--- src/ucesc_pkg.sv ---
// ----------------------------------------------------------------------------
// ucesc_pkg
// Shared types, register indexes, character constants and helper functions
// for the Unicode character escaper.
// ----------------------------------------------------------------------------
package ucesc_pkg;

  // Configuration register indexes
  typedef enum logic [2:0] {
    CFG_ESCAPE_CONTROL  = 3'd0,
    CFG_ESCAPE_DQUOTE   = 3'd1,
    CFG_ESCAPE_SQUOTE   = 3'd2,
    CFG_ESCAPE_EXTENDED = 3'd3,
    CFG_ESCAPE_NONASCII = 3'd4,
    CFG_JSON_MODE       = 3'd5,
    CFG_DROP_IGNORABLES = 3'd6,
    CFG_EMOJI_ZWSP      = 3'd7
  } cfg_idx_e;

  // Width classes supplied with each code point
  typedef enum logic [1:0] {
    WC_OTHER     = 2'd0,
    WC_CONTROL   = 2'd1,
    WC_IGNORABLE = 2'd2,
    WC_EMOJI     = 2'd3
  } width_class_e;

  localparam int unsigned CpW      = 21;
  localparam int unsigned MaxBytes = 15;
  localparam int unsigned CntW     = 4;

  // Character constants
  localparam logic [7:0] CH_BSLASH = 8'h5C;
  localparam logic [7:0] CH_LC_U   = 8'h75;
  localparam logic [7:0] CH_UC_U   = 8'h55;
  localparam logic [7:0] CH_DQUOTE = 8'h22;
  localparam logic [7:0] CH_SQUOTE = 8'h27;
  localparam logic [7:0] CH_DEL    = 8'h7F;
  localparam logic [7:0] ZWSP_B0   = 8'hE2;
  localparam logic [7:0] ZWSP_B1   = 8'h80;
  localparam logic [7:0] ZWSP_B2   = 8'h8B;

  typedef struct packed {
    logic escape_control;
    logic escape_dquote;
    logic escape_squote;
    logic escape_extended;
    logic escape_nonascii;
    logic json_mode;
    logic drop_ignorables;
    logic emoji_zwsp;
  } cfg_t;

  typedef struct packed {
    logic [CpW-1:0] code_point;
    logic [1:0]     width_class;
    logic           first_in_grapheme;
    logic           last_in_grapheme;
  } item_t;

  // Element i is the i-th byte sent
  typedef logic [MaxBytes-1:0][7:0] byte_vec_t;

  typedef struct packed {
    byte_vec_t       bytes;
    logic [CntW-1:0] count;
    logic            seen_next;
  } render_res_t;

  // Lowercase hex digit
  function automatic logic [7:0] hex_char(input logic [3:0] d);
    logic [7:0] r;
    if (d < 4'd10) begin
      r = 8'h30 + {4'd0, d};
    end else begin
      r = 8'h57 + {4'd0, d};
    end
    return r;
  endfunction

  // Letter of a C-style escape, zero where the control has none
  function automatic logic [7:0] ctl_letter(input logic [6:0] c, input logic json);
    logic [7:0] r;
    case (c)
      7'h07:   r = json ? 8'h00 : 8'h61;
      7'h08:   r = 8'h62;
      7'h0C:   r = 8'h66;
      7'h0A:   r = 8'h6E;
      7'h0D:   r = 8'h72;
      7'h09:   r = 8'h74;
      7'h0B:   r = json ? 8'h00 : 8'h76;
      default: r = 8'h00;
    endcase
    return r;
  endfunction

endpackage

--- src/ucesc_if.sv ---
// ----------------------------------------------------------------------------
// ucesc channel interfaces
// Valid/ready channels for code points in, bytes out and configuration writes.
// ----------------------------------------------------------------------------
interface ucesc_in_if;
  logic                      valid;
  logic                      ready;
  logic [ucesc_pkg::CpW-1:0] code_point;
  logic [1:0]                width_class;
  logic                      first_in_grapheme;
  logic                      last_in_grapheme;

  modport source (output valid, code_point, width_class, first_in_grapheme,
                  last_in_grapheme, input ready);
  modport sink   (input valid, code_point, width_class, first_in_grapheme,
                  last_in_grapheme, output ready);
endinterface

interface ucesc_out_if;
  logic       valid;
  logic       ready;
  logic [7:0] out_byte;
  logic       last_byte;

  modport source (output valid, out_byte, last_byte, input ready);
  modport sink   (input valid, out_byte, last_byte, output ready);
endinterface

interface ucesc_cfg_if;
  logic       valid;
  logic       ready;
  logic [2:0] index;
  logic       data;

  modport source (output valid, index, data, input ready);
  modport sink   (input valid, index, data, output ready);
endinterface

--- src/unicode_char_escaper_unit.sv ---
// ----------------------------------------------------------------------------
// unicode_char_escaper_unit
// Renders a stream of code points as escaped text or UTF-8, one byte per
// output transaction.
// ----------------------------------------------------------------------------
// Channel   Direction  Payload                                     Per transaction
// in_chan   sink       code_point, width_class, first/last marks   one code point
// out_chan  source     out_byte, last_byte                         one byte
// cfg_chan  sink       index, data                                 one register write
//
// An accepted code point is rendered combinationally while it sits in the input
// register; its bytes then leave at one per cycle while out_chan is ready. A code
// point yields n (0..15) bytes, n set by the renderer, and its bytes load as the last byte of the one before is taken.
// Code points that produce no bytes pass without holding an output slot.
// Back-pressure on out_chan stalls the byte buffer, then the input register.
// Reset clears the configuration, the emoji flag and all valid flags.
// ----------------------------------------------------------------------------
module unicode_char_escaper_unit (
  input  logic              clk_i,
  input  logic              rst_ni,
  ucesc_in_if.sink          in_chan,
  ucesc_out_if.source       out_chan,
  ucesc_cfg_if.sink         cfg_chan
);

  ucesc_pkg::cfg_t            cfg_q;
  ucesc_pkg::item_t           item_q;
  logic                       item_vld_q;
  logic                       seen_q;
  ucesc_pkg::byte_vec_t       obuf_q;
  logic [ucesc_pkg::CntW-1:0] cnt_q;
  logic [ucesc_pkg::CntW-1:0] idx_q;
  logic                       obuf_vld_q;

  ucesc_pkg::render_res_t     res;
  logic                       in_acc, out_acc, out_last, obuf_free, adv, load;

  ucesc_render u_render (
    .item_i (item_q),
    .cfg_i  (cfg_q),
    .seen_i (seen_q),
    .res_o  (res)
  );

  // Handshake control
  assign out_last  = (idx_q == cnt_q - 4'd1);
  assign out_acc   = out_chan.valid && out_chan.ready;
  assign obuf_free = !obuf_vld_q || (out_acc && out_last);
  assign adv       = item_vld_q && ((res.count == '0) || obuf_free);
  assign load      = adv && (res.count != '0);
  assign in_acc    = in_chan.valid && in_chan.ready;

  assign in_chan.ready      = !item_vld_q || adv;
  assign cfg_chan.ready     = 1'b1;
  assign out_chan.valid     = obuf_vld_q;
  assign out_chan.out_byte  = obuf_q[idx_q];
  assign out_chan.last_byte = out_last;

  // Configuration registers
  always_ff @(posedge clk_i or negedge rst_ni) begin
    if (!rst_ni) begin
      cfg_q <= '0;
    end else if (cfg_chan.valid) begin
      case (ucesc_pkg::cfg_idx_e'(cfg_chan.index))
        ucesc_pkg::CFG_ESCAPE_CONTROL:  cfg_q.escape_control  <= cfg_chan.data;
        ucesc_pkg::CFG_ESCAPE_DQUOTE:   cfg_q.escape_dquote   <= cfg_chan.data;
        ucesc_pkg::CFG_ESCAPE_SQUOTE:   cfg_q.escape_squote   <= cfg_chan.data;
        ucesc_pkg::CFG_ESCAPE_EXTENDED: cfg_q.escape_extended <= cfg_chan.data;
        ucesc_pkg::CFG_ESCAPE_NONASCII: cfg_q.escape_nonascii <= cfg_chan.data;
        ucesc_pkg::CFG_JSON_MODE:       cfg_q.json_mode       <= cfg_chan.data;
        ucesc_pkg::CFG_DROP_IGNORABLES: cfg_q.drop_ignorables <= cfg_chan.data;
        ucesc_pkg::CFG_EMOJI_ZWSP:      cfg_q.emoji_zwsp      <= cfg_chan.data;
        default:                        cfg_q <= cfg_q;
      endcase
    end
  end

  // Input register control and emoji flag
  always_ff @(posedge clk_i or negedge rst_ni) begin
    if (!rst_ni) begin
      item_vld_q <= 1'b0;
      seen_q     <= 1'b0;
    end else begin
      if (in_acc) begin
        item_vld_q <= 1'b1;
      end else if (adv) begin
        item_vld_q <= 1'b0;
      end
      if (adv) begin
        seen_q <= res.seen_next;
      end
    end
  end

  // Input register payload
  always_ff @(posedge clk_i) begin
    if (in_acc) begin
      item_q.code_point        <= in_chan.code_point;
      item_q.width_class       <= in_chan.width_class;
      item_q.first_in_grapheme <= in_chan.first_in_grapheme;
      item_q.last_in_grapheme  <= in_chan.last_in_grapheme;
    end
  end

  // Byte buffer control
  always_ff @(posedge clk_i or negedge rst_ni) begin
    if (!rst_ni) begin
      obuf_vld_q <= 1'b0;
      idx_q      <= '0;
      cnt_q      <= '0;
    end else if (load) begin
      obuf_vld_q <= 1'b1;
      idx_q      <= '0;
      cnt_q      <= res.count;
    end else if (out_acc) begin
      if (out_last) begin
        obuf_vld_q <= 1'b0;
      end else begin
        idx_q <= idx_q + 4'd1;
      end
    end
  end

  // Byte buffer payload
  always_ff @(posedge clk_i) begin
    if (load) begin
      obuf_q <= res.bytes;
    end
  end

endmodule

--- src/ucesc_render.sv ---
// ----------------------------------------------------------------------------
// ucesc_render
// Combinational rendering of one code point into up to fifteen output bytes,
// with the emoji grapheme tracking that follows from it.
// ----------------------------------------------------------------------------
module ucesc_render (
  input  ucesc_pkg::item_t       item_i,
  input  ucesc_pkg::cfg_t        cfg_i,
  input  logic                   seen_i,
  output ucesc_pkg::render_res_t res_o
);

  logic [ucesc_pkg::CpW-1:0]  cp;
  logic                       is_ascii, is_ctl, esc_any, ascii_esc;
  logic                       wide_esc, dropped, utf8_path;
  logic                       seen_eff, seen_after, zwsp;
  logic [7:0]                 letter;
  logic [ucesc_pkg::CpW-1:0]  t;
  logic [15:0]                sur_hi, sur_lo;
  logic [31:0]                cp32;
  ucesc_pkg::byte_vec_t       mb;
  logic [ucesc_pkg::CntW-1:0] mn;
  logic [ucesc_pkg::CntW-1:0] k;

  // Decode of the code point class
  always_comb begin
    cp        = item_i.code_point;
    is_ascii  = (cp[ucesc_pkg::CpW-1:7] == '0);
    is_ctl    = is_ascii && ((cp[6:5] == 2'b00) || (cp[6:0] == ucesc_pkg::CH_DEL[6:0]));
    esc_any   = cfg_i.escape_control | cfg_i.escape_dquote | cfg_i.escape_squote |
                cfg_i.escape_extended | cfg_i.escape_nonascii;
    ascii_esc = (is_ctl && cfg_i.escape_control) ||
                (cp[6:0] == ucesc_pkg::CH_DQUOTE[6:0] && cfg_i.escape_dquote) ||
                (cp[6:0] == ucesc_pkg::CH_SQUOTE[6:0] && cfg_i.escape_squote) ||
                (cp[6:0] == ucesc_pkg::CH_BSLASH[6:0] && esc_any);
    letter    = ucesc_pkg::ctl_letter(cp[6:0], cfg_i.json_mode);
    wide_esc  = cfg_i.escape_nonascii ||
                (cp[ucesc_pkg::CpW-1:16] != '0 && cfg_i.escape_extended) ||
                (item_i.width_class == ucesc_pkg::WC_CONTROL && cfg_i.escape_control);
    seen_eff  = item_i.first_in_grapheme ? 1'b0 : seen_i;
    dropped   = (item_i.width_class == ucesc_pkg::WC_IGNORABLE) &&
                cfg_i.drop_ignorables && !seen_eff;
    utf8_path = !is_ascii && !wide_esc && !dropped;
    seen_after = seen_eff || (utf8_path && item_i.width_class == ucesc_pkg::WC_EMOJI);
    zwsp      = item_i.last_in_grapheme && seen_after && cfg_i.emoji_zwsp;
    // surrogate pair halves, 16 bits each
    t         = cp - ucesc_pkg::CpW'(32'h10000);
    sur_hi    = 16'hD800 + {5'd0, t[20:10]};
    sur_lo    = {6'b110111, t[9:0]};
    cp32      = {11'd0, cp};
  end

  // Main byte sequence
  always_comb begin
    mb = '0;
    mn = '0;
    if (is_ascii) begin
      if (!ascii_esc) begin
        mb[0] = cp[7:0];
        mn    = 4'd1;
      end else if (is_ctl && letter == 8'h00) begin
        mb[0] = ucesc_pkg::CH_BSLASH;
        mb[1] = ucesc_pkg::CH_LC_U;
        mb[2] = ucesc_pkg::hex_char(4'd0);
        mb[3] = ucesc_pkg::hex_char(4'd0);
        mb[4] = ucesc_pkg::hex_char(cp[7:4]);
        mb[5] = ucesc_pkg::hex_char(cp[3:0]);
        mn    = 4'd6;
      end else begin
        mb[0] = ucesc_pkg::CH_BSLASH;
        mb[1] = is_ctl ? letter : cp[7:0];
        mn    = 4'd2;
      end
    end else if (wide_esc) begin
      if (cp[ucesc_pkg::CpW-1:16] == '0) begin
        mb[0] = ucesc_pkg::CH_BSLASH;
        mb[1] = ucesc_pkg::CH_LC_U;
        for (int i = 0; i < 4; i++) begin
          mb[2+i] = ucesc_pkg::hex_char(cp[15-4*i -: 4]);
        end
        mn = 4'd6;
      end else if (cfg_i.json_mode) begin
        mb[0] = ucesc_pkg::CH_BSLASH;
        mb[1] = ucesc_pkg::CH_LC_U;
        mb[6] = ucesc_pkg::CH_BSLASH;
        mb[7] = ucesc_pkg::CH_LC_U;
        for (int i = 0; i < 4; i++) begin
          mb[2+i] = ucesc_pkg::hex_char(sur_hi[15-4*i -: 4]);
          mb[8+i] = ucesc_pkg::hex_char(sur_lo[15-4*i -: 4]);
        end
        mn = 4'd12;
      end else begin
        mb[0] = ucesc_pkg::CH_BSLASH;
        mb[1] = ucesc_pkg::CH_UC_U;
        for (int i = 0; i < 8; i++) begin
          mb[2+i] = ucesc_pkg::hex_char(cp32[31-4*i -: 4]);
        end
        mn = 4'd10;
      end
    end else if (utf8_path) begin
      if (cp[ucesc_pkg::CpW-1:11] == '0) begin
        mb[0] = {3'b110, cp[10:6]};
        mb[1] = {2'b10, cp[5:0]};
        mn    = 4'd2;
      end else if (cp[ucesc_pkg::CpW-1:16] == '0) begin
        mb[0] = {4'b1110, cp[15:12]};
        mb[1] = {2'b10, cp[11:6]};
        mb[2] = {2'b10, cp[5:0]};
        mn    = 4'd3;
      end else begin
        mb[0] = {5'b11110, cp[20:18]};
        mb[1] = {2'b10, cp[17:12]};
        mb[2] = {2'b10, cp[11:6]};
        mb[3] = {2'b10, cp[5:0]};
        mn    = 4'd4;
      end
    end
  end

  // Append the zero width space after the main sequence
  always_comb begin
    res_o.bytes = '0;
    k           = '0;
    for (int i = 0; i < ucesc_pkg::MaxBytes; i++) begin
      k = 4'(i) - mn;
      if (4'(i) < mn) begin
        res_o.bytes[i] = mb[i];
      end else if (zwsp) begin
        case (k)
          4'd0:    res_o.bytes[i] = ucesc_pkg::ZWSP_B0;
          4'd1:    res_o.bytes[i] = ucesc_pkg::ZWSP_B1;
          4'd2:    res_o.bytes[i] = ucesc_pkg::ZWSP_B2;
          default: res_o.bytes[i] = 8'h00;
        endcase
      end
    end
    res_o.count     = mn + (zwsp ? 4'd3 : 4'd0);
    res_o.seen_next = item_i.last_in_grapheme ? 1'b0 : seen_after;
  end

endmodule

--- src/flat_wrapper.sv ---
// flat-port wrapper written by rule: the top's interface ports become plain ports
module unicode_char_escaper_unit_flat 
  (clk_i, rst_ni, in_chan_valid, in_chan_code_point, in_chan_width_class, in_chan_first_in_grapheme, in_chan_last_in_grapheme, in_chan_ready, out_chan_valid, out_chan_out_byte, out_chan_last_byte, out_chan_ready, cfg_chan_valid, cfg_chan_index, cfg_chan_data, cfg_chan_ready);
  ucesc_in_if in_chan_i ();
  ucesc_out_if out_chan_i ();
  ucesc_cfg_if cfg_chan_i ();
  input  logic clk_i;
  input  logic rst_ni;
  input wire logic [$bits(in_chan_i.valid)-1:0] in_chan_valid;
  input wire logic [$bits(in_chan_i.code_point)-1:0] in_chan_code_point;
  input wire logic [$bits(in_chan_i.width_class)-1:0] in_chan_width_class;
  input wire logic [$bits(in_chan_i.first_in_grapheme)-1:0] in_chan_first_in_grapheme;
  input wire logic [$bits(in_chan_i.last_in_grapheme)-1:0] in_chan_last_in_grapheme;
  output wire logic [$bits(in_chan_i.ready)-1:0] in_chan_ready;
  output wire logic [$bits(out_chan_i.valid)-1:0] out_chan_valid;
  output wire logic [$bits(out_chan_i.out_byte)-1:0] out_chan_out_byte;
  output wire logic [$bits(out_chan_i.last_byte)-1:0] out_chan_last_byte;
  input wire logic [$bits(out_chan_i.ready)-1:0] out_chan_ready;
  input wire logic [$bits(cfg_chan_i.valid)-1:0] cfg_chan_valid;
  input wire logic [$bits(cfg_chan_i.index)-1:0] cfg_chan_index;
  input wire logic [$bits(cfg_chan_i.data)-1:0] cfg_chan_data;
  output wire logic [$bits(cfg_chan_i.ready)-1:0] cfg_chan_ready;
  assign in_chan_i.valid = in_chan_valid;
  assign in_chan_i.code_point = in_chan_code_point;
  assign in_chan_i.width_class = in_chan_width_class;
  assign in_chan_i.first_in_grapheme = in_chan_first_in_grapheme;
  assign in_chan_i.last_in_grapheme = in_chan_last_in_grapheme;
  assign in_chan_ready = in_chan_i.ready;
  assign out_chan_valid = out_chan_i.valid;
  assign out_chan_out_byte = out_chan_i.out_byte;
  assign out_chan_last_byte = out_chan_i.last_byte;
  assign out_chan_i.ready = out_chan_ready;
  assign cfg_chan_i.valid = cfg_chan_valid;
  assign cfg_chan_i.index = cfg_chan_index;
  assign cfg_chan_i.data = cfg_chan_data;
  assign cfg_chan_ready = cfg_chan_i.ready;
  unicode_char_escaper_unit u_core (.clk_i(clk_i), .rst_ni(rst_ni), .in_chan(in_chan_i), .out_chan(out_chan_i), .cfg_chan(cfg_chan_i));
endmodule
--- config.mk ---
export PLATFORM = sky130hd
export DESIGN_NAME = unicode_char_escaper_unit_flat
export DESIGN_NICKNAME = d
export VERILOG_FILES = /design/src/ucesc_pkg.sv /design/src/ucesc_if.sv /design/src/unicode_char_escaper_unit.sv /design/src/ucesc_render.sv /design/src/flat_wrapper.sv
export SDC_FILE = /design/constraint.sdc
export NUM_CORES = 1
export LEC_CHECK = 0
export ABC_AREA = 1
export BUFFER_PORTS_ARGS = -buffer_cell sky130_fd_sc_hd__clkbuf_2
export CORE_ASPECT_RATIO = 0.6
export CORE_MARGIN = 10
export CORE_UTILIZATION = 52
export DETAILED_ROUTE_END_ITERATION = 7
export PLACE_DENSITY = 0.69
export SLEW_MARGIN = 20
export SYNTH_ARGS = -nofsm -noshare
export SYNTH_HDL_FRONTEND = slang
export SYNTH_SLANG_ARGS = --single-unit
--- constraint.sdc ---
create_clock -name clk_i -period 9.62 [get_ports clk_i]
set_input_delay 1.443 -clock clk_i [delete_from_list [all_inputs] [get_ports clk_i]]
set_output_delay 1.443 -clock clk_i [all_outputs]
set_load 0.02 [all_outputs]
# ---- Word-level counts from Yosys, hierarchy flattened
# Index checks and enable logic that the tools add are counted.
dict set report word_totals {
  word_cells 339
  reg_bits 164
}
dict set report op_classes {
  bitwise 5
  reduce_logical 76
  muxes 98
  n_eq_ne 53
  add_sub_neg 46
  magnitude_cmp 29
}
# op n
set op_table {}
lappend op_table {{8-bit one-hot mux with 3 select lines} 15}
lappend op_table {{8-bit 2-to-1 mux} 41}
lappend op_table {{80-bit 2-to-1 mux} 4}
lappend op_table {{48-bit 2-to-1 mux} 4}
lappend op_table {{7-bit by 4-bit adder with 8-bit output (first input constant)} 12}
lappend op_table {{32-bit 2-to-1 mux} 3}
lappend op_table {{6-bit by 4-bit adder with 7-bit output (first input constant)} 12}
lappend op_table {{4-bit logical NOT} 16}
lappend op_table {{16-bit 2-to-1 mux} 4}
lappend op_table {{64-bit 2-to-1 mux} 1}
lappend op_table {{4-bit by 1-bit == test with 1-bit output (second input constant)} 15}
lappend op_table {{4-bit by 2-bit == test with 1-bit output (second input constant)} 15}
lappend op_table {{7-bit one-hot mux with 7 select lines} 1}
lappend op_table {{4-bit less-than comparator (second input constant)} 12}
lappend op_table {{7-bit by 4-bit == test with 1-bit output (second input constant)} 6}
lappend op_table {{40-bit 2-to-1 mux} 1}
lappend op_table {{8-bit binary-select mux with 4-bit select} 1}
lappend op_table {{4-bit less-than comparator (first input constant)} 7}
lappend op_table {{4-bit 2-to-1 mux} 7}
lappend op_table {{4-bit subtractor (first input constant)} 7}
lappend op_table {{22-bit 2-to-1 mux} 1}
lappend op_table {{21-bit by 17-bit subtractor with 21-bit output (second input constant)} 1}
lappend op_table {{1-bit logical AND} 20}
lappend op_table {{2-bit AND reduction} 10}
lappend op_table {{other kinds (42)} 91}

# ---- Longest topological paths before layout
# Gate-level depths: netlist of run 1.
dict set report logic_depth {
  ltp_word 19
  ltp_mapped 24
  mapped_depth_nobuf 24
}

# ---- Cells and area by module
# A second synthesis of run 1 with hierarchy kept.
dict set report hier_totals {
  hier_cells 1140
  area_unflattened_um2 9933.3
}
# mod n_inst area_each_um2 cells_per_inst
set modules_own_cells {}
lappend modules_own_cells {unicode_char_escaper_unit 1 6439.9 481}
lappend modules_own_cells {ucesc_render 1 3493.4 659}

# ---- Least setup slack after synthesis of run 1
# No wires, ideal clock.
dict set report synth_path {
  path_kind {reg-to-reg}
  startpoint {register u_core.item_q[20] in the netlist's numbering}
  endpoint {register u_core.obuf_q[0] in the netlist's numbering (enable)}
  setup_time_ns 0.461
  n_path_buf 0
  slack_ns 4.322
  arrival_time_ns 4.837
  path_stages_with_launch 21
  period_less_slack_ns 5.298
  path_cell_list {edfxtp_1 > inv_1 > ha_1 > inv_2 > nor2_4 > nand2_4 > a21oi_4 > nand3_4 > clkinv_2 > nand2_1 > nand2_1 > nor2_4 > nor2_8 > ha_1 > nand2_1 > inv_1 > o211ai_1 > nand2_1 > nand2_2 > nand3_4 > inv_1}
}
dict set report synth_between {
  elab_chain_cells 17
}
# item line
set synth_lines {}
lappend synth_lines {{start, declared} unicode_char_escaper_unit.sv:27} ;# ucesc_pkg::item_t item_q;
lappend synth_lines {{5-bit nonzero test} ucesc_render.sv:38} ;# (cp[ucesc_pkg::CpW-1:16] != '0 && cfg_i.escape_extended) ||
lappend synth_lines {{1-bit logical AND} ucesc_render.sv:38}
lappend synth_lines {{1-bit logical OR} ucesc_render.sv:37} ;# wide_esc = cfg_i.escape_nonascii ||
lappend synth_lines {{1-bit logical OR} ucesc_render.sv:38}
lappend synth_lines {{1-bit logical NOT} ucesc_render.sv:43} ;# utf8_path = !is_ascii && !wide_esc && !dropped;
lappend synth_lines {{1-bit logical AND (2 in series)} ucesc_render.sv:43}
lappend synth_lines {{1-bit logical AND} ucesc_render.sv:44} ;# seen_after = seen_eff || (utf8_path && item_i.width_class == ucesc_pkg::WC_EMOJI);
lappend synth_lines {{1-bit logical OR} ucesc_render.sv:44}
lappend synth_lines {{1-bit logical AND (2 in series)} ucesc_render.sv:45} ;# zwsp = item_i.last_in_grapheme && seen_after && cfg_i.emoji_zwsp;
lappend synth_lines {{2-bit 2-to-1 mux} ucesc_render.sv:137} ;# res_o.count = mn + (zwsp ? 4'd3 : 4'd0);
lappend synth_lines {{4-bit by 2-bit adder with 4-bit output (*)} ucesc_render.sv:137}
lappend synth_lines {{4-bit logical NOT} unicode_char_escaper_unit.sv:49} ;# assign adv = item_vld_q && ((res.count == '0) || obuf_free);
lappend synth_lines {{1-bit logical OR} unicode_char_escaper_unit.sv:49}
lappend synth_lines {{1-bit logical AND} unicode_char_escaper_unit.sv:49}
lappend synth_lines {{1-bit logical AND (*)} unicode_char_escaper_unit.sv:50} ;# assign load = adv && (res.count != '0);
lappend synth_lines {{net u_core.load} unicode_char_escaper_unit.sv:36} ;# logic in_acc, out_acc, out_last, obuf_free, adv, load;
lappend synth_lines {{end signal, assigned} unicode_char_escaper_unit.sv:127} ;# obuf_q <= res.bytes;
lappend synth_lines {{end, declared} unicode_char_escaper_unit.sv:30} ;# ucesc_pkg::byte_vec_t obuf_q;
# Mark *: on every way through the listed nets, which the timed path passes. The rest lies on a longest branch.
# A chain may end at the register's enable or synchronous reset.

==> flow_metrics.py, run 1 <==
metrics = {
    "timing": {
        "setup_viol": 0,
        "slew_violations": 0,
        "tightest_slew_ps": 1120,
        "tns_ps": 0,
        "final.setup_skew_ps": 14.7,
        "holdWs_ps": 487,
        "period_minus_slack_ps": 5980,
        "rsz0062_at_grt": "false",
        "min_period_over_period_pct": 62.2,
        "fmax_mhz": 167,
        "hold_viol": 0,
        "slew_headroom_pct": 24.6,
    },
    "global_route": {
        "antenna_found_initial": 0,
        "globalRouteOverflowTotal": 0,
        "grt_pass1_vias": 7356,
        "grt_max_degree": 84,
        "grt_pass1_wl_um": 45300,
        "grt_usage_pct": 25.6,
    },
    "synthesis": {
        "yosysTopAreaCellShare_pct": 43.3,
        "synthCells": 1064,
        "avgSynthCellArea_um2": 8.67,
        "ys_ff_latch": 152,
        "synth.area.top_cells": "edfxtp_1 (43%), nand2_1 (7.4%), o21ai_0 (5.4%)",
        "synth_seq_area_share_pct": 48.4,
        "syn_area_um2": 9230,
        "synth_warnings": 0,
        "yosys.area.top_type": "edfxtp_1",
        "syn-num-nets": 1132,
        "yosys.cell_types.count": 56,
    },
    "cts": {
        "h-tree-depth": 4,
        "clock-sinks": 152,
        "cts_resized": 0,
        "cts_buffers": 17,
        "clk_latency_ps": 440,
        "cts_buffer_depth": 2,
        "clk_pin_slew_ps": 70,
        "cts_setup_buffers": 0,
        "cts-root-buf": "clkbuf_16",
        "holdBufCountCts": 0,
        "cts_tree": "built",
    },
    "finish": {
        "area_growth_syn_to_layout_pct": 9.92,
        "drive_above_1_share_pct": 12.9,
        "final_common_cell": "nand2_1",
        "nets": 1160,
        "layout_common_cells": "nand2_1 (182), edfxtp_1 (133), nor2_1 (130)",
        "fillers": 1560,
        "diodes": 0,
    },
    "status": {
        "outcome": "finished, final reports clean",
    },
    "floorplanning": {
        "dieArea_um2": 23700,
        "ioPinCount": 46,
        "start_util_pct": 53.5,
        "rows": 37,
        "die_h_um": 123,
        "die_x_um": 192,
        "core_um2": 17300,
    },
    "min_path": {
        "hold_path_end": "u_core.seen_q$_DFFE_PN0N_",
        "hp-class": "register to register",
        "min-delay-start": "u_core.seen_q$_DFFE_PN0N_",
        "min_delay_path_depth": 2,
    },
    "power": {
        "power_frac_seq_pct": 35.5,
        "p_comb_share_pct": 43.8,
        "vdd_drop_max_v": 0.000149,
        "leakagePower_nw": 4.25,
        "power_density_nw_per_um2": 302,
        "p_switching_mw": 1.40,
        "switching_share_pct": 45.6,
        "p_clk_share_pct": 20.7,
        "p_int_mw": 1.67,
    },
    "detailed_routing": {
        "vias": 8157,
        "first_pass_iters": 6,
        "wl_um": 29900,
        "avgViaCountPerCell": 6.09,
        "drcViolationCount": 0,
        "avgRoutedWirePerCell_um": 22.4,
        "drt-initial-drc-count": 1245,
        "ant_nets": 0,
    },
    "worst_setup_path": {
        "end_kind": "output pin",
        "reg2reg_from": "u_core.item_q[20]$_DFFE_PP_",
        "regToRegSetupSlack_ps": 4350,
        "crit_required_ps": 8180,
        "critPathMaxFanout": 33,
        "cp.arrival_ps": 4540,
        "r2r_end": "u_core.obuf_q[48]$_DFFE_PP_",
        "path_class": "register to output pin",
        "start_kind": "register",
        "crit_start": "u_core.item_q[20]$_DFFE_PP_",
        "rr_worst_depth": 21,
    },
    "placement": {
        "gp_congestion": 0.976,
        "io_buffers": 44,
        "dp_hpwl_um": 22300,
    },
    "run": {
        "maxCapViolCount": 0,
    },
}
-- layout make-up --
| cell class | count | area [um^2] | share of cell area, % |
|---|---|---|---|
| clock buffer | 17 | 425 | 4.19 |
| clock inverter | 15 | 116 | 1.15 |
| inverter | 120 | 457 | 4.50 |
| multi-input combinational | 753 | 4140 | 40.8 |
| sequential | 152 | 4470 | 44.0 |
| tap | 234 | 293 | 2.89 |
| timing repair buffer | 48 | 250 | 2.47 |
-- layer usage --
| layer | vias to the layer above | GRT usage, % | part of all wire (%) |
|---|---|---|---|
| li1 | 3758 | - | - |
| met1 | 3816 | 39.4 | 47 |
| met2 | 535 | 32.1 | 37 |
| met3 | 46 | 9.98 | 15 |
| met4 | 2 | 5.88 | 1.4 |
| met5 | - | 0 | 0.043 |
-- cell usage after synthesis, drive strengths merged --
| master | number |
|---|---|
| a21oi | 48 |
| a221oi | 3 |
| a22oi | 4 |
| a2bb2oi | 2 |
| a311oi | 1 |
| a31oi | 10 |
| a32oi | 2 |
| and2 | 1 |
| and3 | 1 |
| buf | 11 |
| clkbuf | 28 |
| clkinv | 4 |
| conb | 1 |
| dfrtp | 19 |
| edfxtp | 133 |
| fa | 1 |
| ha | 33 |
| inv | 116 |
| nand2 | 195 |
| nand3 | 85 |
| nand3b | 1 |
| nand4 | 21 |
| nor2 | 151 |
| nor3 | 11 |
| o2111ai | 1 |
| o211ai | 8 |
| o21ai | 104 |
| o21bai | 1 |
| o221ai | 20 |
| o22ai | 14 |
| o2bb2ai | 1 |
| o31ai | 5 |
| o32ai | 2 |
| o41ai | 1 |
| or2 | 6 |
| xnor2 | 3 |
| xor2 | 16 |
-- power groups by stage --
stage / sequential (mW) / clock, mW / combinational (mW)
4_1_cts: 1.08 / 0.636 / 1.31
2_1_floorplan: 1.06 / 0 / 0.898
6_report: 1.09 / 0.633 / 1.34
5_1_grt: 1.10 / 0.663 / 1.46
3_3_place_gp: 1.09 / 0 / 1.29
3_5_place_dp: 1.10 / 0 / 1.30
-- registers in the layout, indices dropped and copies added (netlist names) --
name	cells
u_core.seen_q	1
u_core.item_vld_q	1
u_core.idx_q	4
u_core.obuf_q	108
u_core.item_q	25
u_core.cfg_q	8
u_core.cnt_q	4
u_core.out_chan.valid	1
-- kinds of logic (layout without fill, tap and decap cells) --
| group | after synthesis | after routing | share of synthesized area (%) |
|---|---|---|---|
| and+or+nand+nor | 472 | 472 | 23.6 |
| AOI/OAI and AO/OA | 227 | 227 | 14.7 |
| buffers and inverters | 159 | 200 | 6.78 |
| DFF | 152 | 152 | 48.4 |
| adders and majority gates | 34 | 34 | 4.69 |
| xor gates and xnor gates | 19 | 19 | 1.80 |
| other | 1 | 1 | 0.0406 |
-- worst max-delay path, cell delays in order (launching register included) --
cell      delay (ps)
edfxtp_1         450
inv_1            210
ha_1             230
inv_2             70
nor2_4           110
nand2_4          220
a21oi_4          370
nand2_2          130
inv_2            100
nand3_1           80
o21ai_2           80
nand3_2          280
inv_2            300
ha_1             230
fa_1             430
or2_2            290
nor2_2           120
nand2_2          120
nand3_2          100
clkbuf_2         170
-- worst max path at each step --
stage | end | cells after the start
after global routing | in_chan_ready | 19
after global placement | in_chan_ready | 19
after CTS | in_chan_ready | 19
after floorplan | u_core.obuf_q[0]$_DFFE_PP_ | 20
final | in_chan_ready | 19
after detailed placement | in_chan_ready | 19
-- metrics by stage --
step / utilization [%] / instance area (um^2) / total power [mW] / std cells / setup WS [ps]
after detailed placement: 55.6 / 9600 / 2.40 / 1307 / 4130
after global routing: 58.8 / 10100 / 3.23 / 1339 / 3290
after floorplan: - / 9230 / 1.96 / 1064 / 4320
after global placement: 55.6 / 9600 / 2.39 / 1307 / 4240
final: 58.8 / 10100 / 3.06 / 1339 / 3640
after CTS: 58.8 / 10100 / 3.02 / 1339 / 3660
(Power assumes the default switching activity.)
==> run 2: changes to the inputs <==
Settings changed: ABC_AREA 1 to 0.
Clock period 9.62 ns to 6 ns, I/O delays scaled along.
==> run 2 against run 1 <==
Effect of this change:
- sequential cell count stayed put
- sequential share of layout area is 0.67 points lower
- clock skew is 2.3 ps lower
- routed wire length is 0.60% higher
- synthesized cell count is 20% lower
- cell count is 16% lower
- final area is 1.6% higher
- largest cell class unchanged
- sequential power is 76% higher
- die area is 0.41% higher
- via count is 8.6% lower
==> flow_metrics.py, run 2 <==
metrics = {
    "status": {
        "outcome": "finished, final reports clean",
    },
    "detailed_routing": {
        "drcViolationCount": 0,
        "vias": 7454,
        "drt-initial-drc-count": 1008,
        "wl_um": 30100,
        "ant_nets": 0,
        "avgRoutedWirePerCell_um": 26.8,
        "first_pass_iters": 7,
        "avgViaCountPerCell": 6.62,
    },
    "cts": {
        "h-tree-depth": 4,
        "cts_buffers": 17,
        "cts_setup_buffers": 0,
        "cts-root-buf": "clkbuf_16",
        "holdBufCountCts": 0,
        "clock-sinks": 152,
        "cts_tree": "built",
        "clk_pin_slew_ps": 70,
        "clk_latency_ps": 430,
        "cts_buffer_depth": 2,
        "cts_resized": 0,
    },
    "floorplanning": {
        "die_x_um": 192,
        "die_h_um": 123,
        "ioPinCount": 46,
        "dieArea_um2": 23800,
        "core_um2": 17300,
        "start_util_pct": 53.6,
        "rows": 37,
    },
    "timing": {
        "final.setup_skew_ps": 12.4,
        "tightest_slew_ps": 1250,
        "tns_ps": 0,
        "fmax_mhz": 175,
        "period_minus_slack_ps": 5710,
        "hold_viol": 0,
        "setup_viol": 0,
        "slew_violations": 0,
        "rsz0062_at_grt": "false",
        "min_period_over_period_pct": 95.2,
        "slew_headroom_pct": 15.6,
    },
    "synthesis": {
        "syn_area_um2": 9270,
        "synthCells": 856,
        "synth_edf_count": 133,
        "avgSynthCellArea_um2": 10.8,
        "syn-num-nets": 924,
        "synth_async_sr_flop_share_pct": 12.5,
        "yosysTopAreaCellShare_pct": 43.1,
        "ys_ff_latch": 152,
        "synth_seq_area_share_pct": 48.2,
        "synth.area.top_cells": "edfxtp_1 (43%), mux4_2 (6.3%), dfrtp_1 (5.1%)",
        "synthMostInstantiatedCell": "edfxtp_1",
        "yosys.cell_types.count": 86,
        "synth_warnings": 0,
        "synthFlopType": "edfxtp_1",
        "yosys.area.top_type": "edfxtp_1",
        "synthTopCellsByCount": "edfxtp_1 (133), nand2_1 (78), nor2_1 (66)",
    },
    "finish": {
        "final_common_cell": "edfxtp_1",
        "fillers": 1459,
        "top_register": "u_core.obuf_q",
        "layout_common_cells": "edfxtp_1 (133), nand2_1 (78), nor2_1 (66)",
        "nets": 947,
        "largestRegisters": "u_core.obuf_q: 108 flops, u_core.item_q: 25 flops, u_core.cfg_q: 8 flops",
        "stdcell_area_um2": 10300,
        "largest_reg_flops": 108,
        "diodes": 0,
        "area_growth_syn_to_layout_pct": 11.1,
        "drive_above_1_share_pct": 18.0,
    },
    "worst_setup_path": {
        "critPathMaxFanout": 16,
        "cp.arrival_ps": 4810,
        "crit_required_ps": 5100,
        "end_kind": "output pin",
        "path_class": "register to output pin",
        "start_kind": "register",
    },
    "global_route": {
        "grt_usage_pct": 25.8,
        "grt_max_degree": 45,
        "globalRouteOverflowTotal": 0,
        "grt_pass1_vias": 7110,
        "antenna_found_initial": 1,
        "grt_pass1_wl_um": 45300,
    },
    "run": {
        "maxCapViolCount": 0,
    },
    "placement": {
        "io_buffers": 44,
        "gp_congestion": 0.991,
        "dp_hpwl_um": 22800,
        "placed_cell_area_um2": 9720,
    },
    "power": {
        "vdd_drop_max_v": 0.000222,
        "leakagePower_nw": 3.71,
        "power_density_nw_per_um2": 534,
    },
    "min_path": {
        "hp-class": "input port to asynchronous set/reset pin",
    },
}
## run 2: cell types whose count changed after synthesis, moves of 21 or more
cell	delta
nand2_1	-104
xnor2_1	+25
o21ai_0	-45
inv_1	-70
nand3_1	-59
mux4_2	+26
o211ai_1	+21
nor2_1	-64
## run 2: final cells by class
type / count / area [um^2] / area share [%]
well taps: 234 / 293 / 2.84
repair buffers: 63 / 388 / 3.76
multi-input cells: 608 / 4420 / 42.9
clock inverters: 14 / 156 / 1.52
inverters: 37 / 146 / 1.42
clock buffers: 18 / 429 / 4.16
flip-flops and latches: 152 / 4470 / 43.4
## run 2: logic make-up after synthesis
group                    share of synthesized area [%]
buffers and inverters                             4.29
XOR/XNOR                                          3.39
other                                           0.0404
adder cells (fa/ha/maj)                           4.67
multiplexers                                      8.69
flip-flops                                        48.2
AND/OR/NAND/NOR                                   15.2
AO/OA/AOI/OAI                                     15.5
## run 2: routing by layer
metal  track usage [%]  wire (um)  up-vias
met5                 0          0        -
met4              6.08        343        0
met3              6.97       3910       29
met2              33.3      11700      511
met1              41.1      14100     3639
li1                  -          -     3275
## run 2: worst paths after layout
kind                                                  start  cells after the start                          end  slack [ps]
worst max-delay path            u_core.item_q[20]$_DFFE_PP_                     14                in_chan_ready         290
worst min-delay path                                 rst_ni                      1  u_core.idx_q[1]$_DFFE_PN0P_         450
worst max register to register  u_core.item_q[20]$_DFFE_PP_                     14  u_core.obuf_q[19]$_DFFE_PP_         820
worst min register to register  u_core.cfg_q[0]$_DFFE_PN0P_                      1  u_core.cfg_q[0]$_DFFE_PN0P_         520
max in group asynchronous                            rst_ni                      1  u_core.idx_q[0]$_DFFE_PN0P_        5140
min in group clk_i              u_core.cfg_q[0]$_DFFE_PN0P_                      1  u_core.cfg_q[0]$_DFFE_PN0P_         520
## run 2: where the power goes
| part | internal, mW | switching, mW | total [mW] |
|---|---|---|---|
| logic | 0.895 | 1.61 | 2.50 |
| clock network | 0.592 | 0.488 | 1.08 |
| registers | 1.66 | 0.265 | 1.92 |
## run 2: critical path: stages (launching register included)
cell and delay (ps):
edfxtp_1 520, inv_1 160, ha_1 320, or4b_1 600, a221oi_4 520, nand4_2 160, a21o_2 380, clkinv_4 150
ha_1 190, fa_1 480, nor2_1 230, nand2_1 80, a211o_1 250, nand2_1 120, clkbuf_2 190
## run 2: per-stage QoR
stage / power [mW] / hold WS (ps) / worst slack (ps) / utilization (%) / cells
2_1_floorplan: 3.54 / 475 / 840 / - / 856
3_3_place_gp: 4.32 / 505 / 960 / 56.1 / 1094
3_5_place_dp: 4.38 / 510 / 802 / 56.1 / 1094
4_1_cts: 5.45 / 455 / 332 / 59.5 / 1126
5_1_grt: 5.77 / 477 / 37.6 / 59.5 / 1126
6_report: 5.50 / 449 / 290 / 59.5 / 1126
==> run 3: changes to the inputs <==
Settings changed: BUFFER_PORTS_ARGS -buffer_cell sky130_fd_sc_hd__clkbuf_2 to -buffer_cell sky130_fd_sc_hd__buf_4.
==> run 3 against run 2 <==
Effect of this change:
- first-iteration DRC count rose by 17%
- die area did not move
- fmax barely moved
- worst setup slack improved by 4.9 ps
- core utilization rose by 0.78 points
- critical endpoint unchanged
- largest power group unchanged
==> flow_metrics.py, run 3 (same netlist as run 2, synthesis figures left out) <==
metrics = {
    "status": {
        "outcome": "finished, final reports clean",
    },
    "cts": {
        "cts_buffer_depth": 2,
        "cts_buffers": 17,
        "clk_latency_ps": 430,
        "cts_resized": 0,
        "cts-root-buf": "clkbuf_16",
        "cts_tree": "built",
        "cts_setup_buffers": 0,
        "holdBufCountCts": 0,
        "clk_pin_slew_ps": 70,
        "h-tree-depth": 4,
        "clock-sinks": 152,
    },
    "timing": {
        "slew_violations": 0,
        "hold_viol": 0,
        "final.setup_skew_ps": 11.2,
        "rsz0062_at_grt": "false",
        "min_period_over_period_pct": 95.1,
        "fmax_mhz": 175,
        "setup_viol": 0,
        "period_minus_slack_ps": 5700,
        "tns_ps": 0,
        "tightest_slew_ps": 1120,
        "slew_headroom_pct": 24.4,
    },
    "finish": {
        "drive_above_1_share_pct": 17.7,
        "largest_reg_flops": 108,
        "layout_common_cells": "edfxtp_1 (133), nand2_1 (78), nor2_1 (66)",
        "stdcell_area_um2": 10400,
        "area_growth_syn_to_layout_pct": 12.6,
        "top_register": "u_core.obuf_q",
        "nets": 944,
        "final_common_cell": "edfxtp_1",
        "largestRegisters": "u_core.obuf_q: 108 flops, u_core.item_q: 25 flops, u_core.cfg_q: 8 flops",
    },
    "worst_setup_path": {
        "critical_path.top_delay_family": "simple AND/OR/NAND/NOR gates",
        "reg2reg_from": "u_core.item_q[21]$_DFFE_PP_",
        "regToRegSetupSlack_ps": 970,
        "start_kind": "register",
        "path_class": "register to output pin",
        "crit_path_max_incr_delay_ps": 610,
        "worstPathBufferInverterCount": 3,
        "cpMaxStageDelayCell": "or4b_1",
        "path_cells": "inv_1, ha_1, or4b_1, a221oi_4, nand4_2, a21o_2, clkinv_4, ha_1, fa_1, nor2_1, nand2_1, a211o_1, nand2_1, buf_4",
        "rr_worst_depth": 15,
        "crit_required_ps": 5100,
        "end_kind": "output pin",
        "critPathMaxFanout": 16,
        "r2r_end": "u_core.obuf_q[42]$_SDFFCE_PN0P_",
        "cp.arrival_ps": 4800,
        "path_depth": 14,
    },
    "global_route": {
        "grt_pass1_wl_um": 44700,
        "grt_max_degree": 48,
        "grt_pass1_vias": 6964,
        "globalRouteOverflowTotal": 0,
        "antenna_found_initial": 2,
        "grt_usage_pct": 25.5,
    },
    "detailed_routing": {
        "first_pass_iters": 5,
        "drcViolationCount": 0,
        "vias": 7496,
        "avgRoutedWirePerCell_um": 26.5,
        "avgViaCountPerCell": 6.67,
        "ant_nets": 0,
        "wl_um": 29700,
        "drt-initial-drc-count": 1182,
    },
    "floorplanning": {
        "die_h_um": 123,
        "die_x_um": 192,
        "core_um2": 17300,
        "start_util_pct": 53.6,
        "rows": 37,
        "dieArea_um2": 23800,
        "ioPinCount": 46,
    },
    "power": {
        "leakagePower_nw": 3.75,
        "power_density_nw_per_um2": 540,
        "p_total_mw": 5.64,
        "vdd_drop_max_v": 0.000247,
    },
    "placement": {
        "gp_congestion": 0.997,
        "placed_cell_area_um2": 9810,
        "dp_hpwl_um": 22300,
        "io_buffers": 44,
    },
    "run": {
        "maxCapViolCount": 0,
    },
    "min_path": {
        "hp-class": "input port to asynchronous set/reset pin",
    },
}
run 3: cell types whose count changed in the layout (fill, tap and decap cells not counted), moves of 3 or more:
cell	before	now
clkbuf_2	44	0
bufinv_16	1	4
buf_4	17	58
inv_6	6	2
run 3: routing by layer:
| layer | global-route usage [%] | share of wire, % | wire length [um] | vias up |
|---|---|---|---|---|
| met5 | 0 | 0.040 | 12 | - |
| met4 | 5.50 | 1.2 | 361 | 2 |
| met3 | 8.97 | 14 | 4170 | 42 |
| met2 | 32.7 | 39 | 11600 | 523 |
| met1 | 39.6 | 46 | 13600 | 3655 |
| li1 | - | - | - | 3274 |
run 3: worst reg2reg max path: cells and delay by family (launching register included):
kind	cells	cell delay, ps
fa+ha+maj	3	980
simple gates	5	1330
compound gates	3	1170
buf+inv	4	780
flops	1	480
run 3: worst max-delay path by stage:
stage / slack (ps) / endpoint / from
detailed placement: 810 / in_chan_ready / u_core.item_q[21]$_DFFE_PP_
CTS: 340 / in_chan_ready / u_core.item_q[21]$_DFFE_PP_
global route: 30 / in_chan_ready / u_core.item_q[21]$_DFFE_PP_
floorplan: 840 / u_core.obuf_q[0]$_DFFE_PP_ / u_core.item_q[20]$_DFFE_PP_
global placement: 960 / in_chan_ready / u_core.item_q[20]$_DFFE_PP_
finish: 300 / in_chan_ready / u_core.item_q[21]$_DFFE_PP_
run 3: report_power, final:
group / internal, mW / switching [mW]
Combinational: 0.944 / 1.61
Sequential: 1.66 / 0.278
Clock: 0.701 / 0.447
run 3: final cells by class:
cell class              count  area (um^2)
clock buffers              18          429
diodes                      1         2.50
clock inverters            13          194
flip-flops and latches    152         4470
multi-input cells         608         4430
fillers                  1414         6870
repair buffers             60          475
well taps                 234          293
inverters                  37          146
run 3: metrics by stage:
stage	setup WS (ps)	util (%)	std cells	hold WS [ps]
finish	295	60.3	1123	345
detailed placement	808	56.6	1091	503
global route	31.4	60.3	1122	356
CTS	337	60.2	1122	346
floorplan	840	-	856	475
global placement	963	56.6	1091	503
